--- src/rtl/mcu_mailbox_port_interface_core_defines.svh ---
// Assertion macros for the mailbox port interface core.
// Used by the top level only; no other dependencies.
`ifndef MCU_MAILBOX_PORT_INTERFACE_CORE_DEFINES_SVH
`define MCU_MAILBOX_PORT_INTERFACE_CORE_DEFINES_SVH

// Same-cycle implication, checked outside reset
`define MMPI_ASSERT_NOW(label, clk, rst, ante, cons) \
  label: assert property (@(posedge clk) disable iff (rst) (ante) |-> (cons)) \
    else $error("mmpi: same-cycle check failed");

// Next-cycle implication, checked outside reset
`define MMPI_ASSERT_NEXT(label, clk, rst, ante, cons) \
  label: assert property (@(posedge clk) disable iff (rst) (ante) |=> (cons)) \
    else $error("mmpi: next-cycle check failed");

`endif

--- src/rtl/mmpi_pkg.sv ---
// Shared types and constants for the mailbox port interface core.
// No dependencies; used by every module of the block.
`timescale 1ns / 1ps

package mmpi_pkg;

  // Access codes
  localparam logic [3:0] MODE_MAIN_WRITE  = 4'd0;
  localparam logic [3:0] MODE_MAIN_READ   = 4'd1;
  localparam logic [3:0] MODE_MAIN_STATUS = 4'd2;
  localparam logic [3:0] MODE_A_READ      = 4'd3;
  localparam logic [3:0] MODE_A_WRITE     = 4'd4;
  localparam logic [3:0] MODE_A_DDR       = 4'd5;
  localparam logic [3:0] MODE_B_READ      = 4'd6;
  localparam logic [3:0] MODE_B_WRITE     = 4'd7;
  localparam logic [3:0] MODE_B_DDR       = 4'd8;
  localparam logic [3:0] MODE_C_READ      = 4'd9;
  localparam logic [3:0] MODE_C_WRITE     = 4'd10;
  localparam logic [3:0] MODE_C_DDR       = 4'd11;

  // Port B strobe bits
  localparam int unsigned PB_LATCH_MAIN   = 1;
  localparam int unsigned PB_LATCH_ANSWER = 2;
  localparam int unsigned PB_SCROLL_LOW   = 3;
  localparam int unsigned PB_SCROLL_HIGH  = 4;

  // Status read bits
  localparam logic [7:0] STAT_MAIN_EMPTY   = 8'h02;
  localparam logic [7:0] STAT_ANSWER_EMPTY = 8'h04;

  // Port C input flag bits
  localparam logic [7:0] PC_FLAG0 = 8'h01;
  localparam logic [7:0] PC_FLAG1 = 8'h02;

  typedef struct packed {
    logic [3:0] mode;
    logic [7:0] data;
  } item_t;

  typedef struct packed {
    logic [7:0] read_data;
    logic       mcu_irq;
    logic [7:0] scroll_low;
    logic [7:0] scroll_high;
  } result_t;

  function automatic logic [7:0] mix_port(input logic [7:0] outv, input logic [7:0] inv,
                                          input logic [7:0] dir);
    return (outv & dir) | (inv & ~dir);
  endfunction

endpackage

--- src/rtl/mmpi_in_stage.sv ---
// Input register of the mailbox port interface core.
// Depends on mmpi_pkg for the transaction type.
`timescale 1ns / 1ps

module mmpi_in_stage (
  input  logic           clk,
  input  logic           rst,
  input  logic           in_valid,
  input  mmpi_pkg::item_t in_item,
  input  logic           advance,
  output logic           in_stall,
  output logic           full,
  output mmpi_pkg::item_t item
);

  logic accept;

  // Hold the transaction while it cannot move on
  assign in_stall = full && !advance;
  assign accept   = in_valid && !in_stall;

  // Track occupancy
  always_ff @(posedge clk) begin
    if (rst) begin
      full <= 1'b0;
    end else if (accept) begin
      full <= 1'b1;
    end else if (advance) begin
      full <= 1'b0;
    end
  end

  // Capture the payload
  always_ff @(posedge clk) begin
    if (accept) begin
      item <= in_item;
    end
  end

endmodule

--- src/rtl/mmpi_mailbox.sv ---
// Mailbox flags, port registers and scroll latches; next-state and read logic.
// Depends on mmpi_pkg for access codes, bit positions and types.
`timescale 1ns / 1ps

module mmpi_mailbox (
  input  logic              clk,
  input  logic              rst,
  input  logic              cfg_we,
  input  logic              cfg_wdata,
  input  logic              advance,
  input  mmpi_pkg::item_t   item,
  output mmpi_pkg::result_t result
);

  logic       board_variant;
  logic [7:0] main_to_mcu_byte, main_to_mcu_byte_next;
  logic [7:0] mcu_to_main_byte, mcu_to_main_byte_next;
  logic       main_pending, main_pending_next;
  logic       answer_pending, answer_pending_next;
  logic       irq_line, irq_line_next;
  logic [7:0] port_a_input, port_a_input_next;
  logic [7:0] port_a_output, port_a_output_next;
  logic [7:0] port_a_direction, port_a_direction_next;
  logic [7:0] port_b_output, port_b_output_next;
  logic [7:0] port_b_direction, port_b_direction_next;
  logic [7:0] port_c_output, port_c_output_next;
  logic [7:0] port_c_direction, port_c_direction_next;
  logic [7:0] scroll_low_reg, scroll_low_reg_next;
  logic [7:0] scroll_high_reg, scroll_high_reg_next;
  logic [7:0] fall, rise, cin, rd;

  // Port B strobe edges against the previous output
  assign fall = port_b_output & ~item.data & port_b_direction;
  assign rise = item.data & ~port_b_output & port_b_direction;

  // Port C input pins carry the flags, polarity by board
  always_comb begin
    cin = '0;
    if (!board_variant) begin
      if (main_pending)    cin = cin | mmpi_pkg::PC_FLAG0;
      if (!answer_pending) cin = cin | mmpi_pkg::PC_FLAG1;
    end else begin
      if (!main_pending)   cin = cin | mmpi_pkg::PC_FLAG0;
      if (answer_pending)  cin = cin | mmpi_pkg::PC_FLAG1;
    end
  end

  // Decode one access
  always_comb begin
    main_to_mcu_byte_next = main_to_mcu_byte;
    mcu_to_main_byte_next = mcu_to_main_byte;
    main_pending_next     = main_pending;
    answer_pending_next   = answer_pending;
    irq_line_next         = irq_line;
    port_a_input_next     = port_a_input;
    port_a_output_next    = port_a_output;
    port_a_direction_next = port_a_direction;
    port_b_output_next    = port_b_output;
    port_b_direction_next = port_b_direction;
    port_c_output_next    = port_c_output;
    port_c_direction_next = port_c_direction;
    scroll_low_reg_next   = scroll_low_reg;
    scroll_high_reg_next  = scroll_high_reg;
    rd = '0;
    case (item.mode)
      mmpi_pkg::MODE_MAIN_WRITE: begin
        main_to_mcu_byte_next = item.data;
        main_pending_next     = 1'b1;
        if (board_variant) answer_pending_next = 1'b0;
        irq_line_next         = 1'b1;
      end
      mmpi_pkg::MODE_MAIN_READ: begin
        answer_pending_next = 1'b0;
        rd = mcu_to_main_byte;
      end
      mmpi_pkg::MODE_MAIN_STATUS: begin
        if (!main_pending)   rd = rd | mmpi_pkg::STAT_MAIN_EMPTY;
        if (!answer_pending) rd = rd | mmpi_pkg::STAT_ANSWER_EMPTY;
      end
      mmpi_pkg::MODE_A_READ: begin
        rd = mmpi_pkg::mix_port(port_a_output, port_a_input, port_a_direction);
      end
      mmpi_pkg::MODE_A_WRITE: begin
        port_a_output_next = item.data;
        if (board_variant) begin
          mcu_to_main_byte_next = item.data;
          answer_pending_next   = 1'b1;
        end
      end
      mmpi_pkg::MODE_A_DDR: begin
        port_a_direction_next = item.data;
      end
      mmpi_pkg::MODE_B_READ: begin
        rd = mmpi_pkg::mix_port(port_b_output, 8'h00, port_b_direction);
      end
      mmpi_pkg::MODE_B_WRITE: begin
        if (fall[mmpi_pkg::PB_LATCH_MAIN]) begin
          port_a_input_next = main_to_mcu_byte;
          if (main_pending) irq_line_next = 1'b0;
          main_pending_next = 1'b0;
        end
        if (rise[mmpi_pkg::PB_LATCH_ANSWER]) begin
          mcu_to_main_byte_next = port_a_output;
          answer_pending_next   = 1'b1;
        end
        if (!board_variant) begin
          if (fall[mmpi_pkg::PB_SCROLL_LOW])  scroll_low_reg_next  = port_a_output;
          if (fall[mmpi_pkg::PB_SCROLL_HIGH]) scroll_high_reg_next = port_a_output;
        end
        port_b_output_next = item.data;
      end
      mmpi_pkg::MODE_B_DDR: begin
        port_b_direction_next = item.data;
      end
      mmpi_pkg::MODE_C_READ: begin
        rd = mmpi_pkg::mix_port(port_c_output, cin, port_c_direction);
      end
      mmpi_pkg::MODE_C_WRITE: begin
        port_c_output_next = item.data;
      end
      mmpi_pkg::MODE_C_DDR: begin
        port_c_direction_next = item.data;
      end
      default: begin
      end
    endcase
  end

  // Read data reflects the state before the access; irq and scroll latches the state after it
  assign result.read_data   = rd;
  assign result.mcu_irq     = irq_line_next;
  assign result.scroll_low  = scroll_low_reg_next;
  assign result.scroll_high = scroll_high_reg_next;

  // Board select register
  always_ff @(posedge clk) begin
    if (rst) begin
      board_variant <= 1'b0;
    end else if (cfg_we) begin
      board_variant <= cfg_wdata;
    end
  end

  // Commit the access as it moves to the result register
  always_ff @(posedge clk) begin
    if (rst) begin
      main_to_mcu_byte <= '0;
      mcu_to_main_byte <= '0;
      main_pending     <= 1'b0;
      answer_pending   <= 1'b0;
      irq_line         <= 1'b0;
      port_a_input     <= '0;
      port_a_output    <= '0;
      port_a_direction <= '0;
      port_b_output    <= '0;
      port_b_direction <= '0;
      port_c_output    <= '0;
      port_c_direction <= '0;
      scroll_low_reg   <= '0;
      scroll_high_reg  <= '0;
    end else if (advance) begin
      main_to_mcu_byte <= main_to_mcu_byte_next;
      mcu_to_main_byte <= mcu_to_main_byte_next;
      main_pending     <= main_pending_next;
      answer_pending   <= answer_pending_next;
      irq_line         <= irq_line_next;
      port_a_input     <= port_a_input_next;
      port_a_output    <= port_a_output_next;
      port_a_direction <= port_a_direction_next;
      port_b_output    <= port_b_output_next;
      port_b_direction <= port_b_direction_next;
      port_c_output    <= port_c_output_next;
      port_c_direction <= port_c_direction_next;
      scroll_low_reg   <= scroll_low_reg_next;
      scroll_high_reg  <= scroll_high_reg_next;
    end
  end

endmodule

--- src/rtl/mmpi_out_stage.sv ---
// Result register of the mailbox port interface core.
// Depends on mmpi_pkg for the result type.
`timescale 1ns / 1ps

module mmpi_out_stage (
  input  logic              clk,
  input  logic              rst,
  input  logic              advance,
  input  mmpi_pkg::result_t result_in,
  input  logic              out_stall,
  output logic              out_valid,
  output mmpi_pkg::result_t result
);

  // Hold while stalled, drop once taken
  always_ff @(posedge clk) begin
    if (rst) begin
      out_valid <= 1'b0;
    end else if (advance) begin
      out_valid <= 1'b1;
    end else if (!out_stall) begin
      out_valid <= 1'b0;
    end
  end

  // Load the new result
  always_ff @(posedge clk) begin
    if (advance) begin
      result <= result_in;
    end
  end

endmodule

--- src/rtl/mcu_mailbox_port_interface_core.sv ---
// Channel   | handshake            | payload
// ----------+----------------------+----------------------------------------------
// in        | in_valid / in_stall  | mode[3:0], data[7:0]
// out       | out_valid / out_stall| read_data[7:0], mcu_irq, scroll_low, scroll_high
// cfg       | cfg_we               | cfg_wdata (board select)
//
// One access per cycle while in_stall is low; each access passes the input register,
// then the mailbox update into the result register, from which it is presented.
// rst is synchronous and clears all flags, ports, latches and the board select.
// While out_stall holds a result, the input register still takes one access;
// in_stall rises only when both registers are occupied.
// Top level of the mailbox port interface core; uses mmpi_pkg, the stage
// modules and the assertion macro header.
`timescale 1ns / 1ps
`include "mcu_mailbox_port_interface_core_defines.svh"

module mcu_mailbox_port_interface_core (
  input  logic       clk,
  input  logic       rst,
  input  logic       cfg_we,
  input  logic       cfg_wdata,
  input  logic       in_valid,
  output logic       in_stall,
  input  logic [3:0] mode,
  input  logic [7:0] data,
  output logic       out_valid,
  input  logic       out_stall,
  output logic [7:0] read_data,
  output logic       mcu_irq,
  output logic [7:0] scroll_low,
  output logic [7:0] scroll_high
);

  mmpi_pkg::item_t   in_item;
  mmpi_pkg::item_t   item;
  mmpi_pkg::result_t result_next;
  mmpi_pkg::result_t result;
  logic              full;
  logic              advance;

  assign in_item.mode = mode;
  assign in_item.data = data;

  // Move the held transaction on when the result register frees up
  assign advance = full && (!out_valid || !out_stall);

  mmpi_in_stage u_in (
    .clk      (clk),
    .rst      (rst),
    .in_valid (in_valid),
    .in_item  (in_item),
    .advance  (advance),
    .in_stall (in_stall),
    .full     (full),
    .item     (item)
  );

  mmpi_mailbox u_mailbox (
    .clk       (clk),
    .rst       (rst),
    .cfg_we    (cfg_we),
    .cfg_wdata (cfg_wdata),
    .advance   (advance),
    .item      (item),
    .result    (result_next)
  );

  mmpi_out_stage u_out (
    .clk       (clk),
    .rst       (rst),
    .advance   (advance),
    .result_in (result_next),
    .out_stall (out_stall),
    .out_valid (out_valid),
    .result    (result)
  );

  assign read_data   = result.read_data;
  assign mcu_irq     = result.mcu_irq;
  assign scroll_low  = result.scroll_low;
  assign scroll_high = result.scroll_high;

  // Input side stalls only behind a full, stalled output
  `MMPI_ASSERT_NOW(a_stall_cause, clk, rst, in_stall, full && out_valid && out_stall)
  // An advanced transaction always shows up as a result
  `MMPI_ASSERT_NEXT(a_advance_shows, clk, rst, advance, out_valid)
  // A taken result with nothing behind it is not repeated
  `MMPI_ASSERT_NEXT(a_no_repeat, clk, rst, out_valid && !out_stall && !advance, !out_valid)

endmodule
--- config.mk ---
export PLATFORM = sky130hd
export DESIGN_NAME = mcu_mailbox_port_interface_core
export DESIGN_NICKNAME = d
export VERILOG_FILES = /design/src/rtl/mmpi_pkg.sv /design/src/rtl/mmpi_in_stage.sv /design/src/rtl/mmpi_mailbox.sv /design/src/rtl/mmpi_out_stage.sv /design/src/rtl/mcu_mailbox_port_interface_core.sv
export VERILOG_INCLUDE_DIRS = /design/src /design/src/rtl
export SDC_FILE = /design/constraint.sdc
export NUM_CORES = 1
export LEC_CHECK = 0
export ABC_AREA = 1
export BUFFER_PORTS_ARGS = -buffer_cell sky130_fd_sc_hd__clkbuf_2
export CAP_MARGIN = 10
export CELL_PAD_IN_SITES_DETAIL_PLACEMENT = 1
export CELL_PAD_IN_SITES_GLOBAL_PLACEMENT = 1
export CORE_MARGIN = 1
export CORE_UTILIZATION = 40
export CTS_CLUSTER_DIAMETER = 40
export DETAILED_ROUTE_END_ITERATION = 6
export GPL_ROUTABILITY_DRIVEN = 0
export GPL_TIMING_DRIVEN = 0
export PLACE_DENSITY = 0.78
export SLEW_MARGIN = 20
export SYNTH_ARGS = -nofsm -noshare
export SYNTH_HDL_FRONTEND = slang
export SYNTH_HIERARCHICAL = 1
export SYNTH_SLANG_ARGS = --single-unit
--- constraint.sdc ---
create_clock -name clk -period 2.8 [get_ports clk]
set_input_delay 0.7 -clock clk [delete_from_list [all_inputs] [get_ports clk]]
set_output_delay 0.7 -clock clk [all_outputs]
set_load 0.005 [all_outputs]
==> results.md, run 1 <==
* Outcome: finished, final reports clean
* Dpl hpwl at about 11 mm
* Initial antenna violation count at 0
* Unrepaired setup endpoints after global routing: false
* Core area at about 13,000 um^2
* Max Cap Viol at 0
* Worst path required time at between 3 and 4 ns
* Commonest non-fill, non-tap cell in the layout: nor2_1
* Max Root-Sink Buffers at 2
* Setup crit end kind: flip-flop
* Placed cell areas at a little under 6000 um^2
* Final setup viols at 0
* Commonest cells after routing, fill and taps aside: 145 x nor2_1, 100 x o21ai_0, 94 x dfxtp_1, 92 x nand2_1, 67 x inv_1
* CP Max Fanout at 15
* CP arrival at approximately 2.9 ns
* Flip-flop count of the largest register after layout at 25
* Power Density at slightly above 700 nW/um^2
* Register bit count reported by yosys at roughly 130
* Vias in the first global route at 5,091
* Vias at 4,871
* Yosys top cell area share at 0.346
* Biggest regs: u_out/result: 25 flops, u_in/item: 12 flops
* Reg clk slew, reported paths at roughly 0.06 ns
* Setup Buffers After CTS at 0
* Die area at about 14,000 um^2
* Fin Hold WS at roughly 0.45 ns
* Antenna-violating nets left at 0
* Ant. Diodes at 0
* Final slew viol count at 0
* Area grow syn2layout at 20.2%
* Syn nets at 681
* DRT iter0 DRCs at around 350
* Num CTS Buffers at 17
* Grt total ovfl at 0
* Non-filler cells, final at between 900 and 1,000
* Register area share after synthesis at 0.551
* Starting density of the core at 0.410
* Post-synth cell types at 33
* Slew HR at 0.367
* I/O pin total at 45
* Vias per Instance at around 5.3
* Top_reg_cell synth: dfxtp_1
* Min-delay worst type: flip-flop to flip-flop
* Clock latency on the worst-skew pair at roughly 0.43 ns
* Setup TNS at 0 ns
* # DRC at 0
* Synth Warn # at 6
* Layout cell share with drive strength beyond 1 at 0.147
* Fin crit period at between 2 and 3 ns
* First-pass GRT wire length at ~27 mm
* WL/cell at around 19 um
* Hold Vio Cnt, Final at 0
* Leakage power at approximately 0.0028 uW
* CTS tree: done
* Synthesized instance count at ~660
* PortBufs at 44
* Max IR drop VDD at 0.365 mV
* Largest net degree at the start of global routing at 17
* EDFF count, synth at 37
* Nets at between 700 and 800
* Design area at between 6000 and 7000 um^2
* Fin Clk Skew at between 0.007 and 0.008 ns
* Tcrit/Tclk final at 0.903
* Hold buffers post-CTS at 0
* # rows at 42
* Critical Setup Path Class: input port to flip-flop
* Post_cts resized at 0
* Cell taking the most area after synthesis: dfxtp_1
* Startpoint types: input port
* Die Y at between 100 and 150 um
* Actual slew at the worst max-slew pin at roughly 0.95 ns
* DIE WIDTH at between 100 and 150 um
* CTS Root Cell: clkbuf_16
* H-tree depth at 4
* Gr usage total at 0.254
* Syn_area_per_cell at between 8 and 9 um^2
* CTS sink cnt at about 130
* Syn Std Cell Area at roughly 5400 um^2
* Synth area leaders: dfxtp_1 35%, edfxtp_1 20%, nor2_1 10%, o21ai_0 9.2%, nand2_1 6.4%
* Synth async-reset ratio at 0
* Most flops, register: u_out/result
* Highest Clock Rate at approximately 400 MHz
* Inst Count DP at approximately 900
* Routed wire length at 17.0 mm
* DR pass1 iterations at 4
==> critical path, stage by stage <==
cell      delay (ns)
clkbuf_2        0.17
a21oi_4         0.58
buf_2           0.35
nand3_1         0.38
clkbuf_1        0.40
a21oi_1         0.26
==> cell type report <==
class / count / area, um^2
plain buffers: 27 / 131
multi-input cells: 435 / 2060
inverters: 71 / 269
clock inverters: 10 / 118
flip-flops and latches: 131 / 2990
well taps: 176 / 220
clock buffers: 22 / 518
repair buffers: 44 / 220
fillers: 1639 / 6710
==> per-stage QoR <==
step / worst slack, ns / power, uW / utilization
finish: 0.271 / 4740 / 0.493
detailed placement: -0.418 / 2430 / 0.444
floorplan: 0.359 / 2300 / -
global placement: -0.298 / 2410 / 0.444
CTS: 0.239 / 4770 / 0.493
global route: 0.136 / 4900 / 0.493
==> logic make-up after synthesis <==
logic type	count (synthesis)	synth area share
buffers and inverters	98	0.0737
and+or+nand+nor	274	0.213
xor gates and xnor gates	2	0.00322
AOI/OAI and AO/OA	158	0.159
DFF	131	0.551
==> worst paths after layout <==
check                                startpoint                       endpoint  slack [ns]  depth (start not counted)
setup / recovery                      out_stall         u_mailbox/main_pending        0.27                          6
hold / removal    u_mailbox/main_to_mcu_byte[1]  u_mailbox/main_to_mcu_byte[1]        0.45                          2
setup reg to reg                      u_in/full         u_mailbox/main_pending        0.27                          6
hold reg to reg   u_mailbox/main_to_mcu_byte[1]  u_mailbox/main_to_mcu_byte[1]        0.45                          2
==> synthesized netlist by cell type, types with 2 or more instances <==
library cell  count
a21oi_1          29
a21oi_2           2
buf_2             9
buf_6             2
clkbuf_1         15
dfxtp_1          94
edfxtp_1         37
inv_1            67
inv_2             2
nand2_1          92
nand2_2           6
nand2_4           4
nand3_1          17
nor2_1          145
nor2_4            3
nor3_1            2
o2111ai_1         4
o211ai_1         18
o21ai_0         100
o22ai_1           2
==> routing by layer <==
metal / GRT usage / part of all wire / vias to the layer above
met5: 0 / 0 / -
met4: 0.122 / 0.030 / 0
met3: 0.0574 / 0.038 / 38
met2: 0.454 / 0.52 / 122
met1: 0.284 / 0.41 / 2414
li1: - / - / 2297
==> where the power goes <==
| part | internal [uW] | switching, uW | total [uW] |
|---|---|---|---|
| Combinational | 103 | 219 | 322 |
| Clock | 1490 | 840 | 2330 |
| Sequential | 2030 | 50.2 | 2080 |
Note: power is estimated with default switching activity, not from simulation.
==> run 2: changes to the inputs <==
--- a/config.mk
+++ b/config.mk
@@ -6,18 +6,18 @@
 export SDC_FILE = /design/constraint.sdc
 export NUM_CORES = 1
 export LEC_CHECK = 0
-export ABC_AREA = 1
 export BUFFER_PORTS_ARGS = -buffer_cell sky130_fd_sc_hd__clkbuf_2
 export CAP_MARGIN = 10
 export CELL_PAD_IN_SITES_DETAIL_PLACEMENT = 1
 export CELL_PAD_IN_SITES_GLOBAL_PLACEMENT = 1
 export CORE_MARGIN = 1
-export CORE_UTILIZATION = 40
+export CORE_UTILIZATION = 43
 export CTS_CLUSTER_DIAMETER = 40
 export DETAILED_ROUTE_END_ITERATION = 6
 export GPL_ROUTABILITY_DRIVEN = 0
 export GPL_TIMING_DRIVEN = 0
-export PLACE_DENSITY = 0.78
+export PLACE_DENSITY = 0.79
+export REMOVE_ABC_BUFFERS = 1
 export SLEW_MARGIN = 20
 export SYNTH_ARGS = -nofsm -noshare
 export SYNTH_HDL_FRONTEND = slang
==> run 2 against run 1 <==
- synthesized area decreased by 0.37%
- core utilization increased by 2.5 points
- power decreased by 11%
- routed wire length decreased by 22%
- clock-buffer cell count increased by 3
- clock power decreased by 14%
- sequential power about the same
- fmax decreased by 4.0%
- cell count decreased by 23%
- critical path depth decreased by 2
- critical path type is now flip-flop to flip-flop
- critical endpoint is now u_mailbox/port_a_input[7]
- largest cell class unchanged
- highest routed layer unchanged
==> results.md, run 2 <==
* Post-synth cell types at 45
* CTS tree: done
* Dpl hpwl at approximately 8.5 mm
* Synth async-reset ratio at 0
* Count leader, synth: dfxtp_1
* Non-filler cells, final at roughly 700
* PortBufs at 44
* Cell taking the most area after synthesis: dfxtp_1
* Synthesized instance count at around 490
* Setup crit end kind: flip-flop
* Fin crit period at between 2 and 3 ns
* Initial antenna violation count at 0
* Tcrit/Tclk final at 0.940
* # DRC at 0
* Area grow syn2layout at 16.4%
* WL/cell at approximately 19 um
* DR WL met2 at just under 7 mm
* Flip-flop count of the largest register after layout at 25
* Min-delay worst type: input port to flip-flop
* Largest net degree at the start of global routing at between 50 and 60
* Vias at roughly 3,800
* Yosys top cell area share at 0.348
* DIE WIDTH at roughly 110 um
* I/O pin total at 45
* Post_cts resized at 0
* Synth area leaders: dfxtp_1 35%, edfxtp_1 21%, mux2i_1 14%, nor2_1 4.7%, mux2_2 4.4%
* Metal-1 WL at around 6 mm
* Max IR drop VDD at between 0.3 and 0.4 mV
* DRT iter0 DRCs at 182
* EDFF count, synth at 37
* Final setup viols at 0
* Unrepaired setup endpoints after global routing: false
* Highest Clock Rate at 380 MHz
* Synth top cells by count: 94 x dfxtp_1, 74 x mux2i_1, 68 x nor2_1, 37 x edfxtp_1, 32 x nand2_1
* Num CTS Buffers at 17
* Die Y at about 110 um
* Syn_area_per_cell at 11.0 um^2
* H-tree depth at 4
* Fin Clk Skew at about 0.0063 ns
* Register bit count reported by yosys at ~130
* Commonest non-fill, non-tap cell in the layout: dfxtp_1
* Layout cell share with drive strength beyond 1 at 0.200
* CP Max Fanout at 17
* FF-to-FF path depth at 4
* First-pass GRT wire length at approximately 22 mm
* Actual slew at the worst max-slew pin at roughly 0.93 ns
* Antenna-violating nets left at 0
* Syn Std Cell Area at between 5000 and 6000 um^2
* Routed wire length at 13.3 mm
* Die area at roughly 13,000 um^2
* Power Density at between 600 and 700 nW/um^2
* Max Root-Sink Buffers at 2
* Hold buffers post-CTS at 0
* Nets at 540
* Fin Hold WS at 0.453 ns
* Reg clk slew, reported paths at approximately 0.06 ns
* Worst path required time at between 3 and 4 ns
* Critical Setup Path Class: flip-flop to flip-flop
* CP arrival at a little under 3 ns
* # rows at 40
* Top Layer Used: met4
* Core area at 12,200 um^2
* Startpoint types: flip-flop
* Synth Warn # at 6
* Biggest regs: u_out/result: 25 flops, u_in/item: 12 flops
* Commonest cells after routing, fill and taps aside: 94 x dfxtp_1, 74 x mux2i_1, 68 x nor2_1, 43 x clkbuf_2, 37 x edfxtp_1
* Leakage power at between 0.002 and 0.0025 uW
* Top_reg_cell synth: dfxtp_1
* Vias in the first global route at slightly above 4,000
* Slew HR at 0.378
* Hold Vio Cnt, Final at 0
* Min-Delay Path Depth at 1
* Clock latency on the worst-skew pair at about 0.42 ns
* CTS sink cnt at 131
* DR pass1 iterations at 4
* Ant. Diodes at 0
* Vias per Instance at 5.45
* CTS Root Cell: clkbuf_16
* Starting density of the core at 0.445
* Gr usage total at 0.223
* Grt total ovfl at 0
* Max Cap Viol at 0
* Register area share after synthesis at 0.553
* Inst Count DP at between 600 and 700
* Outcome: finished, final reports clean
* Most flops, register: u_out/result
* Met3 routed WL at 341 um
* Setup Buffers After CTS at 0
* Final slew viol count at 0
run 2: changes by cell type after synthesis, sizes merged, moves of 4 or more:
cell     change
mux2i       +74
mux2        +21
a32oi        +8
or3          +8
o21ai       -78
clkbuf      +10
nand2       -70
inv         -70
nand2b       +5
nor2        -79
o2111ai      -4
o211ai      -16
nor4         +4
run 2: cell type report:
type	instances	area, um^2
fill	1298	5860
timing repair buffer	47	298
tap	168	210
sequential	131	2990
multi-input combinational	325	2270
clock buffer	25	475
clock inverter	7	57.6
run 2: where the power goes:
part           switching (uW)  internal (uW)
Sequential               52.1           1990
Clock                     755           1250
Combinational             113           73.1
Total                     919           3320
run 2: layer usage:
| metal | vias to the layer above | track usage |
|---|---|---|
| met5 | - | 0 |
| met4 | 0 | 0.103 |
| met3 | 23 | 0.0466 |
| met2 | 59 | 0.380 |
| met1 | 1932 | 0.270 |
| li1 | 1820 | - |
run 2: cell families (layout without fill, tap and decap cells):
family                    Yosys count  after routing  share of synthesized area
AOI/OAI and AO/OA                  73             73                     0.0827
xor gates and xnor gates            2              2                    0.00324
buffers and inverters              37             79                     0.0317
DFF                               131            131                      0.553
muxes                              95             95                      0.180
and+or+nand+nor                   155            155                      0.149
run 2: final timing paths:
check	from	end	slack (ns)
worst max register to register	u_in/item[10]	u_mailbox/port_a_input[7]	0.17
worst min register to register	u_mailbox/port_b_output[0]	u_mailbox/port_b_output[0]	0.47
worst min-delay path	mode[2]	u_in/item[10]	0.45
worst max-delay path	u_in/item[10]	u_mailbox/port_a_input[7]	0.17
run 2: per-stage QoR:
| step | setup TNS (ns) | setup WS (ns) | area, um^2 | utilization | power, uW |
|---|---|---|---|---|---|
| after floorplan | -27.56 | -0.544 | 5240 | - | 2150 |
| after global placement | -174.81 | -2.17 | 5670 | 0.466 | 2240 |
| after detailed placement | -1.99 | -0.334 | 5760 | 0.474 | 2270 |
| after CTS | 0 | 0.0449 | 6290 | 0.517 | 4280 |
| after global routing | 0 | 0.0343 | 6300 | 0.518 | 4380 |
| final | 0 | 0.167 | 6300 | 0.518 | 4240 |
run 2: critical path, stage by stage, from the launching register on:
cell      delay [ns]
edfxtp_1        0.75
and4b_1         0.67
nand3_1         0.66
mux2i_1         0.35
nor2_1          0.05
==> run 3: changes to the inputs <==
--- a/config.mk
+++ b/config.mk
@@ -9,14 +9,14 @@
 export BUFFER_PORTS_ARGS = -buffer_cell sky130_fd_sc_hd__clkbuf_2
 export CAP_MARGIN = 10
 export CELL_PAD_IN_SITES_DETAIL_PLACEMENT = 1
-export CELL_PAD_IN_SITES_GLOBAL_PLACEMENT = 1
+export CELL_PAD_IN_SITES_GLOBAL_PLACEMENT = 2
 export CORE_MARGIN = 1
-export CORE_UTILIZATION = 43
+export CORE_UTILIZATION = 35
 export CTS_CLUSTER_DIAMETER = 40
 export DETAILED_ROUTE_END_ITERATION = 6
 export GPL_ROUTABILITY_DRIVEN = 0
 export GPL_TIMING_DRIVEN = 0
-export PLACE_DENSITY = 0.79
+export PLACE_DENSITY = 0.77
 export REMOVE_ABC_BUFFERS = 1
 export SLEW_MARGIN = 20
 export SYNTH_ARGS = -nofsm -noshare
==> run 3 against run 2 <==
- non-clock buffer count is the same
- clock skew grew 0.0017 ns
- fmax shrank 0.23%
- routed wire length grew 3.8%
- worst hold slack lost 0.0043 ns
- die area grew 22%
- cell count grew 2.7%
- global-route usage shrank 4.0 points
- via count is essentially flat
- critical path type is now input port to flip-flop
- critical endpoint is now u_mailbox/port_a_direction[4]
==> results.md, run 3 (synthesis gave the netlist of run 2 again) <==
* Outcome: finished, final reports clean
* PortBufs at 44
* DR pass1 iterations at 6
* WL/cell at between 15 and 20 um
* Hold endpoint: u_in/item[7]
* WP buf/inv at 2
* Grt total ovfl at 0
* Leakage power at about 0.0025 uW
* Vias in the first global route at a little under 4,000
* CTS tree: done
* Vias at approximately 3,800
* Ant. Diodes at 0
* Largest net degree at the start of global routing at 50
* Nets at 540
* Routed wire length at 13.8 mm
* Unrepaired setup endpoints after global routing: false
* Crit path max-delay family: simple AND/OR/NAND/NOR gates
* Flip-flop count of the largest register after layout at 25
* I/O pin total at 45
* Max Root-Sink Buffers at 2
* Startpoint types: input port
* DIE WIDTH at 126 um
* Max Cap Viol at 0
* First-pass GRT wire length at roughly 22 mm
* Gr usage total at 0.183
* Worst R2R Start: u_out/out_valid
* CP arrival at 2.94 ns
* Actual slew at the worst max-slew pin at ~1.0 ns
* # rows at 45
* Highest Clock Rate at ~380 MHz
* Final slew viol count at 0
* Worst path required time at slightly above 3 ns
* DRT iter0 DRCs at about 170
* CP Max Fanout at 24
* Critical Setup Path Class: input port to flip-flop
* Worst hold start: data[7]
* Top Layer Used: met4
* Initial antenna violation count at 0
* Crit-path max cell delay at around 0.65 ns
* Tcrit/Tclk final at 0.943
* Die Y at 126 um
* Starting density of the core at 0.357
* Die area at roughly 16,000 um^2
* Setup crit end kind: flip-flop
* Metal-1 WL at 6.01 mm
* Most flops, register: u_out/result
* Layout cell share with drive strength beyond 1 at 0.212
* R2r setup slk at roughly 0.19 ns
* Hold buffers post-CTS at 0
* Crit-path cells: clkbuf_2 > a21boi_4 > buf_16 > nand3b_1 > nor2_4 > mux2i_1 > nor2_1
* Area grow syn2layout at 17.0%
* Slowest-stage cell, CP: nand3b_1
* Biggest regs: u_out/result: 25 flops, u_in/item: 12 flops
* Fin crit period at ~2.6 ns
* CTS Root Cell: clkbuf_16
* Non-filler cells, final at 722
* Dpl hpwl at 8.86 mm
* Min-delay worst type: input port to flip-flop
* DR WL met2 at approximately 7.1 mm
* FF-to-FF path depth at 6
* Core area at approximately 15,000 um^2
* Vias per Instance at 5.31
* Power Density at between 600 and 700 nW/um^2
* Num CTS Buffers at 17
* Inst Count DP at about 690
* H-tree depth at 4
* Final setup viols at 0
* Antenna-violating nets left at 0
* Min-Delay Path Depth at 1
* Hold Vio Cnt, Final at 0
* Setup TNS at 0 ns
* Clock latency on the worst-skew pair at about 0.43 ns
* CTS sink cnt at roughly 130
* Commonest cells after routing, fill and taps aside: 94 x dfxtp_1, 74 x mux2i_1, 68 x nor2_1, 43 x clkbuf_2, 37 x edfxtp_1
* Setup Buffers After CTS at 0
* Max IR drop VDD at approximately 0.43 mV
* # DRC at 0
* Slew HR at 0.311
* Reg clk slew, reported paths at around 0.06 ns
* R2R Path End: u_mailbox/port_a_direction[4]
* Commonest non-fill, non-tap cell in the layout: dfxtp_1
* Fin Clk Skew at ~0.008 ns
* Met3 routed WL at roughly 470 um
==> run 3: cell count changes in the layout (fill, tap and decap cells not counted) <==
cell | previous run | this run
clkbuf_1 | 6 | 1
clkbuf_8 | 2 | 1
clkinv_1 | 2 | 1
clkinv_2 | 4 | 7
clkinvlp_4 | 0 | 3
nand3_1 | 19 | 18
nand3_2 | 0 | 1
==> run 3: layer usage <==
metal,GRT usage,up-vias
met2,0.319,62
met3,0.0523,14
li1,-,1820
met1,0.214,1941
met4,0.0695,0
met5,0,-
==> run 3: through the flow <==
stage	setup slack, ns	hold slack (ns)	power, uW	cell area (um^2)	utilization
after detailed placement	-0.412	0.451	2270	5790	0.382
after CTS	0.0190	0.424	4320	6320	0.418
after global routing	0.0506	0.427	4420	6330	0.418
after global placement	-2.41	0.442	2250	5700	0.376
final	0.161	0.449	4260	6330	0.418
after floorplan	-0.544	0.431	2150	5240	-
==> run 3: power by group <==
part | switching, uW | leakage [uW] | total (uW) | internal [uW]
clock | 806 | 0.000261 | 2020 | 1220
combinational | 116 | 0.00108 | 189 | 73.2
sequential | 52.1 | 0.00112 | 2050 | 1990
==> run 3: cell type report <==
type                    instances  area (um^2)
flip-flops and latches        131         2990
fillers                      1652         8810
multi-input cells             325         2270
clock inverters                12         91.3
repair buffers                 47          298
well taps                     188          235
clock buffers                  19          443
==> run 3: timing repair <==
item                                    CTS  global route
cloned                                    0             0
resized for setup                         1             1
endpoints found under the setup margin    2             8
==> run 3: worst max path at each step <==
stage / startpoint / endpoint / slack [ns] / cells past startpoint
2_1_floorplan: out_stall / u_mailbox/port_a_direction[3] / -0.54 / 5
3_3_place_gp: out_stall / u_mailbox/port_a_direction[3] / -2.41 / 6
3_5_place_dp: out_stall / u_mailbox/port_a_direction[4] / -0.41 / 7
4_1_cts: out_stall / u_mailbox/port_a_direction[4] / 0.02 / 7
5_1_grt: u_out/out_valid / u_mailbox/port_a_direction[4] / 0.05 / 6
6_report: out_stall / u_mailbox/port_a_direction[4] / 0.16 / 7
==> run 3: worst register-to-register path: stages (launching register included) <==
cell      delay [ns]
dfxtp_1         0.35
a21boi_4        0.39
buf_16          0.23
nand3b_1        0.66
nor2_4          0.57
mux2i_1         0.23
nor2_1          0.06
